===== config.mk =====
export PLATFORM = sky130hd
export DESIGN_NAME = text_encoding_detector
export DESIGN_NICKNAME = d
export VERILOG_FILES = /design/src/design/ted_pkg.sv /design/src/design/ted_accum.sv /design/src/design/ted_decide.sv /design/src/design/text_encoding_detector.sv
export SDC_FILE = /design/constraint.sdc
export NUM_CORES = 1
export LEC_CHECK = 0
export BUFFER_PORTS_ARGS = -buffer_cell sky130_fd_sc_hd__buf_2
export CORE_MARGIN = 10
export CORE_UTILIZATION = 45
export DETAILED_ROUTE_END_ITERATION = 12
export REMOVE_ABC_BUFFERS = 1
export SLEW_MARGIN = 5
export SYNTH_ARGS = -nofsm -noshare
export SYNTH_HDL_FRONTEND = slang
export SYNTH_SLANG_ARGS = --single-unit

===== constraint.sdc =====
create_clock -name clk -period 6.8 [get_ports clk]
set_clock_uncertainty 0.05 [all_clocks]
set_input_delay 1.02 -clock clk [delete_from_list [all_inputs] [get_ports clk]]
set_output_delay 1.02 -clock clk [all_outputs]
set_load 0.02 [all_outputs]

===== src/design/ted_pkg.sv =====
// Shared types and constants for the text encoding detector.
package ted_pkg;

  typedef struct packed {
    logic [7:0] data_byte;
    logic       last;
    logic       buffer_empty;
  } in_item_t;

  typedef struct packed {
    logic [2:0] encoding;
    logic [2:0] mark_length;
  } out_item_t;

  // Final per-buffer status handed from the accumulator to the decision stage.
  typedef struct packed {
    logic [31:0] head_bytes;
    logic        high_bit_seen;
    logic        utf8_invalid;
    logic [1:0]  pending_continuations;
  } ted_snap_t;

  localparam logic [2:0] ENC_UTF8     = 3'd0;
  localparam logic [2:0] ENC_UTF16BE  = 3'd1;
  localparam logic [2:0] ENC_UTF16LE  = 3'd2;
  localparam logic [2:0] ENC_UTF32BE  = 3'd3;
  localparam logic [2:0] ENC_UTF32LE  = 3'd4;
  localparam logic [2:0] ENC_LATIN1   = 3'd5;

  localparam logic [2:0] MARK_NONE    = 3'd0;
  localparam logic [2:0] MARK_UTF16   = 3'd2;
  localparam logic [2:0] MARK_UTF8    = 3'd3;
  localparam logic [2:0] MARK_UTF32   = 3'd4;

  localparam logic [31:0] BOM_UTF32BE = 32'h0000_FEFF;
  localparam logic [31:0] BOM_UTF32LE = 32'hFFFE_0000;
  localparam logic [23:0] BOM_UTF8    = 24'hEF_BBBF;
  localparam logic [15:0] BOM_UTF16BE = 16'hFEFF;
  localparam logic [15:0] BOM_UTF16LE = 16'hFFFE;

  localparam logic [1:0] CONT_TAG     = 2'b10;
  localparam logic [2:0] LEAD2_TAG    = 3'b110;
  localparam logic [3:0] LEAD3_TAG    = 4'b1110;
  localparam logic [4:0] LEAD4_TAG    = 5'b11110;

endpackage


===== src/design/ted_accum.sv =====
// Per-byte statistics, UTF-8 validator and end-of-buffer snapshot register.
module ted_accum #(
  parameter int COUNT_BITS = 27
) (
  input  logic                  clk,
  input  logic                  rst_n,
  input  logic                  item_fire,
  input  ted_pkg::in_item_t     item,
  input  logic                  snap_take,
  output logic                  snap_ready,
  output logic                  snap_valid,
  output ted_pkg::ted_snap_t    snap,
  output logic [COUNT_BITS-1:0] snap_count,
  output logic [COUNT_BITS-1:0] snap_zero_total,
  output logic [COUNT_BITS-1:0] snap_zero_even,
  output logic [COUNT_BITS-1:0] snap_zero_odd,
  output logic [COUNT_BITS-1:0] snap_zero_low,
  output logic [COUNT_BITS-1:0] snap_zero_high
);
  import ted_pkg::*;

  logic [COUNT_BITS-1:0] pos_r, pos_nxt;
  logic [COUNT_BITS-1:0] zt_r, zt_nxt;
  logic [COUNT_BITS-1:0] ze_r, ze_nxt;
  logic [COUNT_BITS-1:0] zo_r, zo_nxt;
  logic [COUNT_BITS-1:0] zl_r, zl_nxt;
  logic [COUNT_BITS-1:0] zh_r, zh_nxt;
  logic [1:0]            phase_r, phase_nxt;
  logic                  high_r, high_nxt;
  logic                  inv_r, inv_nxt;
  logic [1:0]            pend_r, pend_nxt;
  logic [31:0]           head_r, head_nxt;
  logic                  snap_v_r;
  ted_snap_t             snap_r;
  logic [COUNT_BITS-1:0] s_pos_r, s_zt_r, s_ze_r, s_zo_r, s_zl_r, s_zh_r;

  logic [7:0] c;
  logic       is_zero;

  function automatic logic [COUNT_BITS-1:0] sat_inc(input logic [COUNT_BITS-1:0] v);
    return (v == {COUNT_BITS{1'b1}}) ? v : v + 1'b1;
  endfunction

  assign c       = item.data_byte;
  assign is_zero = (c == 8'h00);

  always_comb begin
    pos_nxt   = pos_r;
    zt_nxt    = zt_r;
    ze_nxt    = ze_r;
    zo_nxt    = zo_r;
    zl_nxt    = zl_r;
    zh_nxt    = zh_r;
    phase_nxt = phase_r;
    high_nxt  = high_r;
    inv_nxt   = inv_r;
    pend_nxt  = pend_r;
    head_nxt  = head_r;
    if (!item.buffer_empty) begin
      // Only the first four bytes land in the head window.
      if (pos_r < COUNT_BITS'(4)) begin
        case (pos_r[1:0])
          2'd0:    head_nxt[31:24] = head_r[31:24] | c;
          2'd1:    head_nxt[23:16] = head_r[23:16] | c;
          2'd2:    head_nxt[15:8]  = head_r[15:8] | c;
          default: head_nxt[7:0]   = head_r[7:0] | c;
        endcase
      end
      if (is_zero) begin
        zt_nxt = sat_inc(zt_r);
        if (!phase_r[0]) begin
          ze_nxt = sat_inc(ze_r);
        end else begin
          zo_nxt = sat_inc(zo_r);
        end
        if (!phase_r[1]) begin
          zl_nxt = sat_inc(zl_r);
        end else begin
          zh_nxt = sat_inc(zh_r);
        end
      end
      if (c[7]) begin
        high_nxt = 1'b1;
      end
      if (!inv_r) begin
        if (pend_r != 2'd0) begin
          if (c[7:6] == CONT_TAG) begin
            pend_nxt = pend_r - 2'd1;
          end else begin
            inv_nxt = 1'b1;
          end
        end else if (!c[7]) begin
          pend_nxt = 2'd0;
        end else if (c[7:5] == LEAD2_TAG) begin
          pend_nxt = 2'd1;
        end else if (c[7:4] == LEAD3_TAG) begin
          pend_nxt = 2'd2;
        end else if (c[7:3] == LEAD4_TAG) begin
          pend_nxt = 2'd3;
        end else begin
          inv_nxt = 1'b1;
        end
      end
      pos_nxt   = sat_inc(pos_r);
      phase_nxt = phase_r + 2'd1;
    end
  end

  // The snapshot slot frees up whenever the decision stage takes it.
  assign snap_ready = !snap_v_r || snap_take;

  always_ff @(posedge clk) begin
    if (!rst_n) begin
      pos_r    <= '0;
      zt_r     <= '0;
      ze_r     <= '0;
      zo_r     <= '0;
      zl_r     <= '0;
      zh_r     <= '0;
      phase_r  <= '0;
      high_r   <= 1'b0;
      inv_r    <= 1'b0;
      pend_r   <= '0;
      head_r   <= '0;
      snap_v_r <= 1'b0;
    end else begin
      // A new snapshot may land in the same cycle the old one is taken.
      if (item_fire && item.last) begin
        snap_v_r <= 1'b1;
      end else if (snap_take) begin
        snap_v_r <= 1'b0;
      end
      if (item_fire) begin
        if (item.last) begin
          pos_r    <= '0;
          zt_r     <= '0;
          ze_r     <= '0;
          zo_r     <= '0;
          zl_r     <= '0;
          zh_r     <= '0;
          phase_r  <= '0;
          high_r   <= 1'b0;
          inv_r    <= 1'b0;
          pend_r   <= '0;
          head_r   <= '0;
        end else begin
          pos_r   <= pos_nxt;
          zt_r    <= zt_nxt;
          ze_r    <= ze_nxt;
          zo_r    <= zo_nxt;
          zl_r    <= zl_nxt;
          zh_r    <= zh_nxt;
          phase_r <= phase_nxt;
          high_r  <= high_nxt;
          inv_r   <= inv_nxt;
          pend_r  <= pend_nxt;
          head_r  <= head_nxt;
        end
      end
    end
  end

  always_ff @(posedge clk) begin
    if (item_fire && item.last) begin
      snap_r.head_bytes            <= head_nxt;
      snap_r.high_bit_seen         <= high_nxt;
      snap_r.utf8_invalid          <= inv_nxt;
      snap_r.pending_continuations <= pend_nxt;
      s_pos_r <= pos_nxt;
      s_zt_r  <= zt_nxt;
      s_ze_r  <= ze_nxt;
      s_zo_r  <= zo_nxt;
      s_zl_r  <= zl_nxt;
      s_zh_r  <= zh_nxt;
    end
  end

  assign snap_valid      = snap_v_r;
  assign snap            = snap_r;
  assign snap_count      = s_pos_r;
  assign snap_zero_total = s_zt_r;
  assign snap_zero_even  = s_ze_r;
  assign snap_zero_odd   = s_zo_r;
  assign snap_zero_low   = s_zl_r;
  assign snap_zero_high  = s_zh_r;

endmodule


===== src/design/ted_decide.sv =====
// Encoding decision from the buffer snapshot, held in the result register.
module ted_decide #(
  parameter int COUNT_BITS = 27
) (
  input  logic                  clk,
  input  logic                  rst_n,
  input  logic                  snap_valid,
  input  ted_pkg::ted_snap_t    snap,
  input  logic [COUNT_BITS-1:0] snap_count,
  input  logic [COUNT_BITS-1:0] snap_zero_total,
  input  logic [COUNT_BITS-1:0] snap_zero_even,
  input  logic [COUNT_BITS-1:0] snap_zero_odd,
  input  logic [COUNT_BITS-1:0] snap_zero_low,
  input  logic [COUNT_BITS-1:0] snap_zero_high,
  output logic                  snap_take,
  output logic                  out_valid,
  input  logic                  out_stall,
  output ted_pkg::out_item_t    out_data
);
  import ted_pkg::*;

  logic      out_v_r;
  out_item_t out_r, res_nxt;
  logic      out_free;
  logic      has4, has3, has2, zero_major;
  logic [31:0] hb;

  assign hb   = snap.head_bytes;
  assign has4 = (snap_count >= COUNT_BITS'(4));
  assign has3 = (snap_count >= COUNT_BITS'(3));
  assign has2 = (snap_count >= COUNT_BITS'(2));
  // More than half of the bytes are zero.
  assign zero_major = ({snap_zero_total, 1'b0} > {1'b0, snap_count});

  always_comb begin
    res_nxt.encoding    = ENC_UTF8;
    res_nxt.mark_length = MARK_NONE;
    if (snap_count == '0) begin
      res_nxt.encoding = ENC_UTF8;
    end else if (has4 && hb == BOM_UTF32BE) begin
      res_nxt.encoding    = ENC_UTF32BE;
      res_nxt.mark_length = MARK_UTF32;
    end else if (has4 && hb == BOM_UTF32LE) begin
      res_nxt.encoding    = ENC_UTF32LE;
      res_nxt.mark_length = MARK_UTF32;
    end else if (has3 && hb[31:8] == BOM_UTF8) begin
      res_nxt.encoding    = ENC_UTF8;
      res_nxt.mark_length = MARK_UTF8;
    end else if (has2 && hb[31:16] == BOM_UTF16BE) begin
      res_nxt.encoding    = ENC_UTF16BE;
      res_nxt.mark_length = MARK_UTF16;
    end else if (has2 && hb[31:16] == BOM_UTF16LE) begin
      res_nxt.encoding    = ENC_UTF16LE;
      res_nxt.mark_length = MARK_UTF16;
    end else if (snap_zero_total != '0) begin
      if (zero_major) begin
        res_nxt.encoding = (snap_zero_low > snap_zero_high) ? ENC_UTF32BE : ENC_UTF32LE;
      end else begin
        res_nxt.encoding = (snap_zero_even > snap_zero_odd) ? ENC_UTF16BE : ENC_UTF16LE;
      end
    end else if (!snap.utf8_invalid && snap.pending_continuations == 2'd0) begin
      res_nxt.encoding = ENC_UTF8;
    end else begin
      res_nxt.encoding = snap.high_bit_seen ? ENC_LATIN1 : ENC_UTF8;
    end
  end

  assign out_free  = !out_v_r || !out_stall;
  assign snap_take = snap_valid && out_free;

  always_ff @(posedge clk) begin
    if (!rst_n) begin
      out_v_r <= 1'b0;
    end else if (out_free) begin
      out_v_r <= snap_valid;
    end
  end

  always_ff @(posedge clk) begin
    if (snap_take) begin
      out_r <= res_nxt;
    end
  end

  assign out_valid = out_v_r;
  assign out_data  = out_r;

endmodule


===== src/design/text_encoding_detector.sv =====
// A result beat passes through the input register, the snapshot register and the result register.
// Throughput: one byte per cycle, from the counter and validator update, unless stalled.
// Bytes that are not last keep flowing while a result waits on a stalled output.
// Reset (synchronous, rst_n low) clears all counters, flags, the head window and valids.
// After each result the statistics restart from zero for the next buffer.
module text_encoding_detector #(
  parameter int COUNT_BITS = 27
) (
  input  logic               clk,
  input  logic               rst_n,
  input  logic               in_valid,
  output logic               in_stall,
  input  ted_pkg::in_item_t  in_data,
  output logic               out_valid,
  input  logic               out_stall,
  output ted_pkg::out_item_t out_data
);
  import ted_pkg::*;

  logic     in_v_r;
  in_item_t in_item_r;
  logic     in_take, drain;

  logic                  snap_ready, snap_valid, snap_take;
  ted_snap_t             snap;
  logic [COUNT_BITS-1:0] s_count, s_zt, s_ze, s_zo, s_zl, s_zh;

  // A last beat waits in the input register until the snapshot slot is free.
  assign drain    = in_v_r && (!in_item_r.last || snap_ready);
  assign in_stall = in_v_r && !drain;
  assign in_take  = in_valid && !in_stall;

  always_ff @(posedge clk) begin
    if (!rst_n) begin
      in_v_r <= 1'b0;
    end else if (in_take) begin
      in_v_r <= 1'b1;
    end else if (drain) begin
      in_v_r <= 1'b0;
    end
  end

  always_ff @(posedge clk) begin
    if (in_take) begin
      in_item_r <= in_data;
    end
  end

  ted_accum #(
    .COUNT_BITS(COUNT_BITS)
  ) u_accum (
    .clk            (clk),
    .rst_n          (rst_n),
    .item_fire      (drain),
    .item           (in_item_r),
    .snap_take      (snap_take),
    .snap_ready     (snap_ready),
    .snap_valid     (snap_valid),
    .snap           (snap),
    .snap_count     (s_count),
    .snap_zero_total(s_zt),
    .snap_zero_even (s_ze),
    .snap_zero_odd  (s_zo),
    .snap_zero_low  (s_zl),
    .snap_zero_high (s_zh)
  );

  ted_decide #(
    .COUNT_BITS(COUNT_BITS)
  ) u_decide (
    .clk            (clk),
    .rst_n          (rst_n),
    .snap_valid     (snap_valid),
    .snap           (snap),
    .snap_count     (s_count),
    .snap_zero_total(s_zt),
    .snap_zero_even (s_ze),
    .snap_zero_odd  (s_zo),
    .snap_zero_low  (s_zl),
    .snap_zero_high (s_zh),
    .snap_take      (snap_take),
    .out_valid      (out_valid),
    .out_stall      (out_stall),
    .out_data       (out_data)
  );

endmodule


==> impl_metrics.yaml, run 1 <==
final_layout:
  final_util_pct: 49.75
  n_antenna_cell: 0
  fillers: 4211
  drive_gt1_share_pct: 7.338
  areaGrowthSynthToFinish_pct: 9.909
  layout.nets: 2153
  largest_reg_flops: 36
sta:
  final.period_utilization_pct: 55.26
  max_freq_mhz: 266.1
  rsz0062_at_grt: "false"
  maxSlewHeadroom_pct: 21.48
  period_needed_ns: 3.757
  setup_viol: 0
  setup_tns_ns: 0
  slew_violations: 0
  tightestPinTransition_ns: 1.175
  hold_viol: 0
logic_synthesis:
  synthArstFlopShare_pct: 0
  syn_avg_cell_area_um2: 10.13
  netlist_area_um2: 20990
  yosysWarnings: 0
  yosysSeqAreaShare_pct: 49.99
  synth_cell_type_count: 79
  synth_edf_count: 214
  netlist_instances: 2072
  synth-seq-cells: 417
  ys.flop_type: "edfxtp_1"
pwr:
  p_clk_share_pct: 46.2
  p_switching_w: 0.001215
  power_density_nw_per_um2: 232.3
  seqPwrFrac_pct: 50.1
  ir_worst_vdd_uv: 170.2
  leakage_nw: 8.850
  p_int_w: 0.004142
  p_comb_share_pct: 3.7
  switching_share_pct: 22.68
global_routing:
  grt_pass1_wl_mm: 82.84
  grt_overflow: 0
  grt_pass1_vias: 15050
  grt_usage_pct: 18.13
  antenna_found_initial: 0
  grt_max_degree: 133
drt:
  vias: 15980
  wl_per_cell_um: 19.31
  drt_iter0_drc: 1487
  via_per_inst: 5.937
  drc: 0
  ant_nets: 0
  drt-pass1-iter-count: 8
  routed_wl_mm: 51.99
placement:
  place_congestion: 0.8551
  hpwl_mm: 34.67
  port_buffers: 21
floorplanning:
  core_um2: 46360
  fp.dieH_um: 236.0
  die-area_um2: 55670
  dieWidth_um: 236.0
  start_util_pct: 45.27
  num_io_pins: 22
  rows: 79
clock_network:
  clk_pin_slew_ns: 0.06
  cts_buffers: 46
  cts_resized: 0
  cts.hold.buffers_added: 0
  cts.path.max_buffers: 3
  cts.sinks: 417
  cts_tree: "yes"
  clk-insertion-delay-late_ns: 0.59
  cts_max_level: 2
  post_cts_buffers: 0
  cts_root_buf: "clkbuf_16"
setup_path:
  worstPathArrival_ns: 4.19
  regToRegStartpoint: "in_item_r[0]"
  crit_chain: "buf_4, nor3_2, and3_1, nand2_1, a311oi_2, nand4_1, or3_1, a31oi_1"
  critical_path_class: "flop to flop"
  critical_path.startpoint: "in_item_r[0]"
  cp_num_buf_inv: 1
  cp.required_ns: 7.23
  critPathTopFamily: "simple AND/OR/NAND/NOR gates"
  cp-end-kind: "flop"
  path_max_fanout: 19
  slowest_delay_ns: 1.00
  crit_path_top_delay_cell: "a311oi_2"
  startpoint_type: "flop"
worst_hold_path:
  holdCritStartpoint: "u_accum.zh_r[9]"
  hold_path.class: "flop to flop"
run:
  maxCapViolCount: 0
outcome:
  outcome: "complete, no violations"
## power by group through the flow
stage | registers, W | clock network [W] | logic [W]
final | 0.00268 | 0.00248 | 0.000197
after global routing | 0.00269 | 0.00262 | 0.000217
after CTS | 0.00268 | 0.00252 | 0.000199
after detailed placement | 0.00274 | 0 | 0.000198
after global placement | 0.00274 | 0 | 0.000193
after floorplan | 0.00274 | 0 | 0.000116
## worst paths after layout
| check | endpoint | slack [ns] | depth (start not counted) |
|---|---|---|---|
| worst max-delay path | u_accum.zo_r[19] | 3.04 | 8 |
| worst min-delay path | u_accum.zh_r[9] | 0.43 | 1 |
| worst max register to register | u_accum.zo_r[19] | 3.04 | 8 |
| worst min register to register | u_accum.zh_r[9] | 0.43 | 1 |
## layout make-up
type	count	area, um2	share of cell area (%)
Sequential cell	417	10490	45.48
Multi-Input combinational cell	1429	9638	41.79
Clock buffer	58	1257	5.452
Inverter	117	446.7	1.937
Clock inverter	27	235.2	1.020
Tap cell	607	759.5	3.293
Timing Repair Buffer	37	237.7	1.031
## synthesized netlist by cell type (29+ instances only)
| master | n | share of area, % |
|---|---|---|
| edfxtp_1 | 214 | 31 |
| dfxtp_1 | 203 | 19 |
| nand2_1 | 149 | 2.7 |
| a21oi_1 | 128 | 3.1 |
| o21ai_0 | 127 | 3.0 |
| inv_1 | 116 | 2.1 |
| xnor2_1 | 102 | 4.3 |
| nand3_1 | 93 | 2.2 |
| nor2_1 | 93 | 1.7 |
| ha_1 | 91 | 5.4 |
| clkbuf_1 | 87 | 1.6 |
| a31oi_1 | 63 | 1.9 |
| nand4_1 | 60 | 1.8 |
| o31ai_1 | 48 | 1.7 |
| nor4_1 | 40 | 1.2 |
| a21o_1 | 38 | 1.4 |
| o211a_1 | 37 | 1.8 |
| xor2_1 | 33 | 1.4 |
| and3_1 | 32 | 0.95 |
| a22o_1 | 29 | 1.2 |
| nor3_1 | 29 | 0.69 |
## layout by cell type (no fill, tap or decap), types with 32 or more instances in the layout
master and n:
edfxtp_1 214, dfxtp_1 203, nand2_1 148, a21oi_1 128, o21ai_0 127, inv_1 115, xnor2_1 102, nand3_1 93
nor2_1 91, ha_1 91, a31oi_1 63, nand4_1 60, o31ai_1 48, clkbuf_16 47, nor4_1 40, a21o_1 38
o211a_1 37, xor2_1 33, and3_1 32
## logic make-up after synthesis
family	count (synthesis)	share of synthesized area, %
and+or+nand+nor	642	16.64
AOI/OAI and AO/OA	553	17.67
buffers and inverters	226	4.197
adders and majority gates	91	5.426
xor gates and xnor gates	136	5.712
muxes	7	0.3696
DFF	417	49.99
## metal layers
layer  share of wire, %  vias to the layer above  wire, um  global-route usage [%]
met2                 46                      434     23890                   28.59
met1                 47                     7765     24350                   25.19
met5                  0                        -         0                       0
met3                4.9                       72      2554                   2.336
li1                   -                     7712         -                       -
met4                2.3                        0      1187                   6.119
## per-stage QoR
stage          hold slack [ns]  area (um2)  instances  worst slack, ns  power [W]
6_report                0.4309       23060       2692            3.043   0.005357
5_1_grt                 0.4506       23060       2692            2.793   0.005523
4_1_cts                 0.4311       23060       2692            2.991   0.005405
3_5_place_dp            0.4242       21570       2607            2.584   0.002935
3_3_place_gp            0.4033       21570       2607            2.629   0.002930
2_1_floorplan           0.3793       20540       1963         -0.04819   0.002857
No activity file was read; power rests on OpenSTA's default activity.
==> run 2, diff against run 1 <==
==> constraint.sdc (replaced) <==
create_clock -name clk -period 3.3 [get_ports clk]
set_clock_uncertainty 0.05 [all_clocks]
set_input_delay 0.495 -clock clk [delete_from_list [all_inputs] [get_ports clk]]
set_output_delay 0.495 -clock clk [all_outputs]
set_load 0.02 [all_outputs]
==> impl_metrics.yaml, run 2 (synthesized netlist as in run 1, its figures left out) <==
setup_path:
  rrSetupSlack_ns: 0.33
  cp.depth: 8
  critPathTopFamily: "simple AND/OR/NAND/NOR gates"
  path_max_fanout: 9
  cp-end-kind: "flop"
  startpoint_type: "flop"
  slowest_delay_ns: 0.56
  crit_path_top_delay_cell: "a311oi_4"
  critical_path_class: "flop to flop"
  crit_chain: "nor4_4, nand4_1, buf_4, or3_1, a311oi_4, nand3_2, xnor2_2, a22o_1"
  cp.required_ns: 3.72
  r2r-end: "u_accum.zh_r[17]"
  cp_num_buf_inv: 1
  worst-r2r-cell-count: 8
  regToRegStartpoint: "in_item_r[7]"
  worstPathArrival_ns: 3.39
clock_network:
  cts_max_level: 2
  post_cts_buffers: 0
  cts_tree: "yes"
  clk_pin_slew_ns: 0.06
  cts_resized: 0
  cts.sinks: 417
  cts_buffers: 46
  cts.hold.buffers_added: 0
  cts.path.max_buffers: 3
  cts_root_buf: "clkbuf_16"
  clk-insertion-delay-late_ns: 0.58
sta:
  maxSlewHeadroom_pct: 33.50
  setup_tns_ns: 0
  worst_slack_ns: 0.3251
  max_freq_mhz: 336.1
  period_needed_ns: 2.975
  final.period_utilization_pct: 90.15
  setup_viol: 0
  hold_viol: 0
  slew_violations: 0
  tightestPinTransition_ns: 0.9955
  rsz0062_at_grt: "false"
final_layout:
  multi_input_area_um2: 9638
  fillers: 4141
  drive_gt1_share_pct: 8.463
  final_util_pct: 50.43
  areaGrowthSynthToFinish_pct: 11.41
  final_common_cell: "edfxtp_1"
  most-common-layout-cells: "edfxtp_1, dfxtp_1, nand2_1"
  largest_reg_flops: 36
  ff_latch_area_um2: 10490
  layout.nets: 2182
placement:
  port_buffers: 21
  place_congestion: 0.8763
  hpwl_mm: 35.88
  place_ws_ns: 0.3528
global_routing:
  grt_overflow: 0
  antenna_found_initial: 3
  grt_pass1_vias: 15000
  grt_usage_pct: 18.49
  grt_pass1_wl_mm: 83.79
  grt_max_degree: 89
worst_hold_path:
  holdPathStages: 1
  holdCritStartpoint: "in_data[5]"
  whs_endpoint: "in_item_r[5]"
  hold_path.class: "input pin to flop"
pwr:
  leakage_nw: 9.032
  ir_worst_vdd_uv: 424.4
  power_density_nw_per_um2: 476.6
floorplanning:
  die-area_um2: 55670
  dieWidth_um: 236.0
  start_util_pct: 45.27
  core_um2: 46360
  fp.dieH_um: 236.0
  rows: 79
  num_io_pins: 22
drt:
  ant_nets: 0
  drc: 0
  drt-pass1-iter-count: 5
  via_per_inst: 5.926
  wl_per_cell_um: 19.61
  drt_iter0_drc: 1295
  routed_wl_mm: 53.41
  vias: 16140
run:
  maxCapViolCount: 0
outcome:
  outcome: "complete, no violations"
==> run 2: changes by cell type in the layout (fill, tap and decap cells not counted), sizes merged <==
| cell | previous run | this run |
|---|---|---|
| buf | 37 | 66 |
| clkinvlp | 2 | 1 |
| clkbuf | 58 | 69 |
| clkinv | 22 | 15 |
| diode | 0 | 2 |
| bufinv | 3 | 2 |
| inv | 117 | 116 |
==> run 2: report_power, final <==
group	total [W]	internal [W]	switching, W
Combinational	0.000440	0.000121	0.000319
Clock	0.00517	0.00307	0.00211
Sequential	0.00553	0.00549	0.0000436
==> run 2: final cells by class <==
class | instances | share of cell area, %
timing repair buffer | 66 | 2.216
clock inverter | 17 | 0.5512
sequential | 417 | 44.87
multi-input combinational | 1429 | 41.23
tap | 607 | 3.249
inverter | 117 | 1.911
clock buffer | 69 | 5.957
antenna | 2 | 0.02141
==> run 2: how the worst max path moves through the flow <==
stage / endpoint / slack, ns / from
3_5_place_dp: u_accum.ze_r[23] / 0.35 / in_item_r[7]
5_1_grt: u_accum.ze_r[23] / 0.10 / in_item_r[7]
6_report: u_accum.zh_r[17] / 0.33 / in_item_r[7]
3_3_place_gp: u_accum.ze_r[19] / 0.39 / in_item_r[7]
4_1_cts: u_accum.ze_r[23] / 0.32 / in_item_r[7]
2_1_floorplan: u_accum.snap[0] / -3.29 / in_item_r[1]
==> run 2: routing by layer <==
metal / wire length [um] / track usage (%) / share of wire [%] / vias up
li1: - / - / - / 7771
met3: 3018 / 2.650 / 5.7 / 97
met2: 23800 / 28.39 / 45 / 472
met4: 1525 / 6.857 / 2.9 / 2
met1: 25060 / 25.93 / 47 / 7801
met5: 7 / 0 / 0.013 / -
==> run 2: through the flow <==
| stage | area, um2 | hold slack (ns) | total power (W) | cells |
|---|---|---|---|---|
| after floorplan | 20540 | 0.3793 | 0.005888 | 1963 |
| after global placement | 21850 | 0.4024 | 0.006073 | 2636 |
| after detailed placement | 21850 | 0.4079 | 0.006081 | 2636 |
| after CTS | 23370 | 0.01480 | 0.01126 | 2722 |
| after global routing | 23370 | 0.02936 | 0.01150 | 2722 |
| final | 23380 | 0.04999 | 0.01114 | 2724 |
==> run 2: worst reg2reg max path: stages, from the launching register on <==
cell and delay [ns]:
edfxtp_1 0.46, nor4_4 0.46, nand4_1 0.20, buf_4 0.21, or3_1 0.42, a311oi_4 0.56
nand3_2 0.16, xnor2_2 0.16, a22o_1 0.20
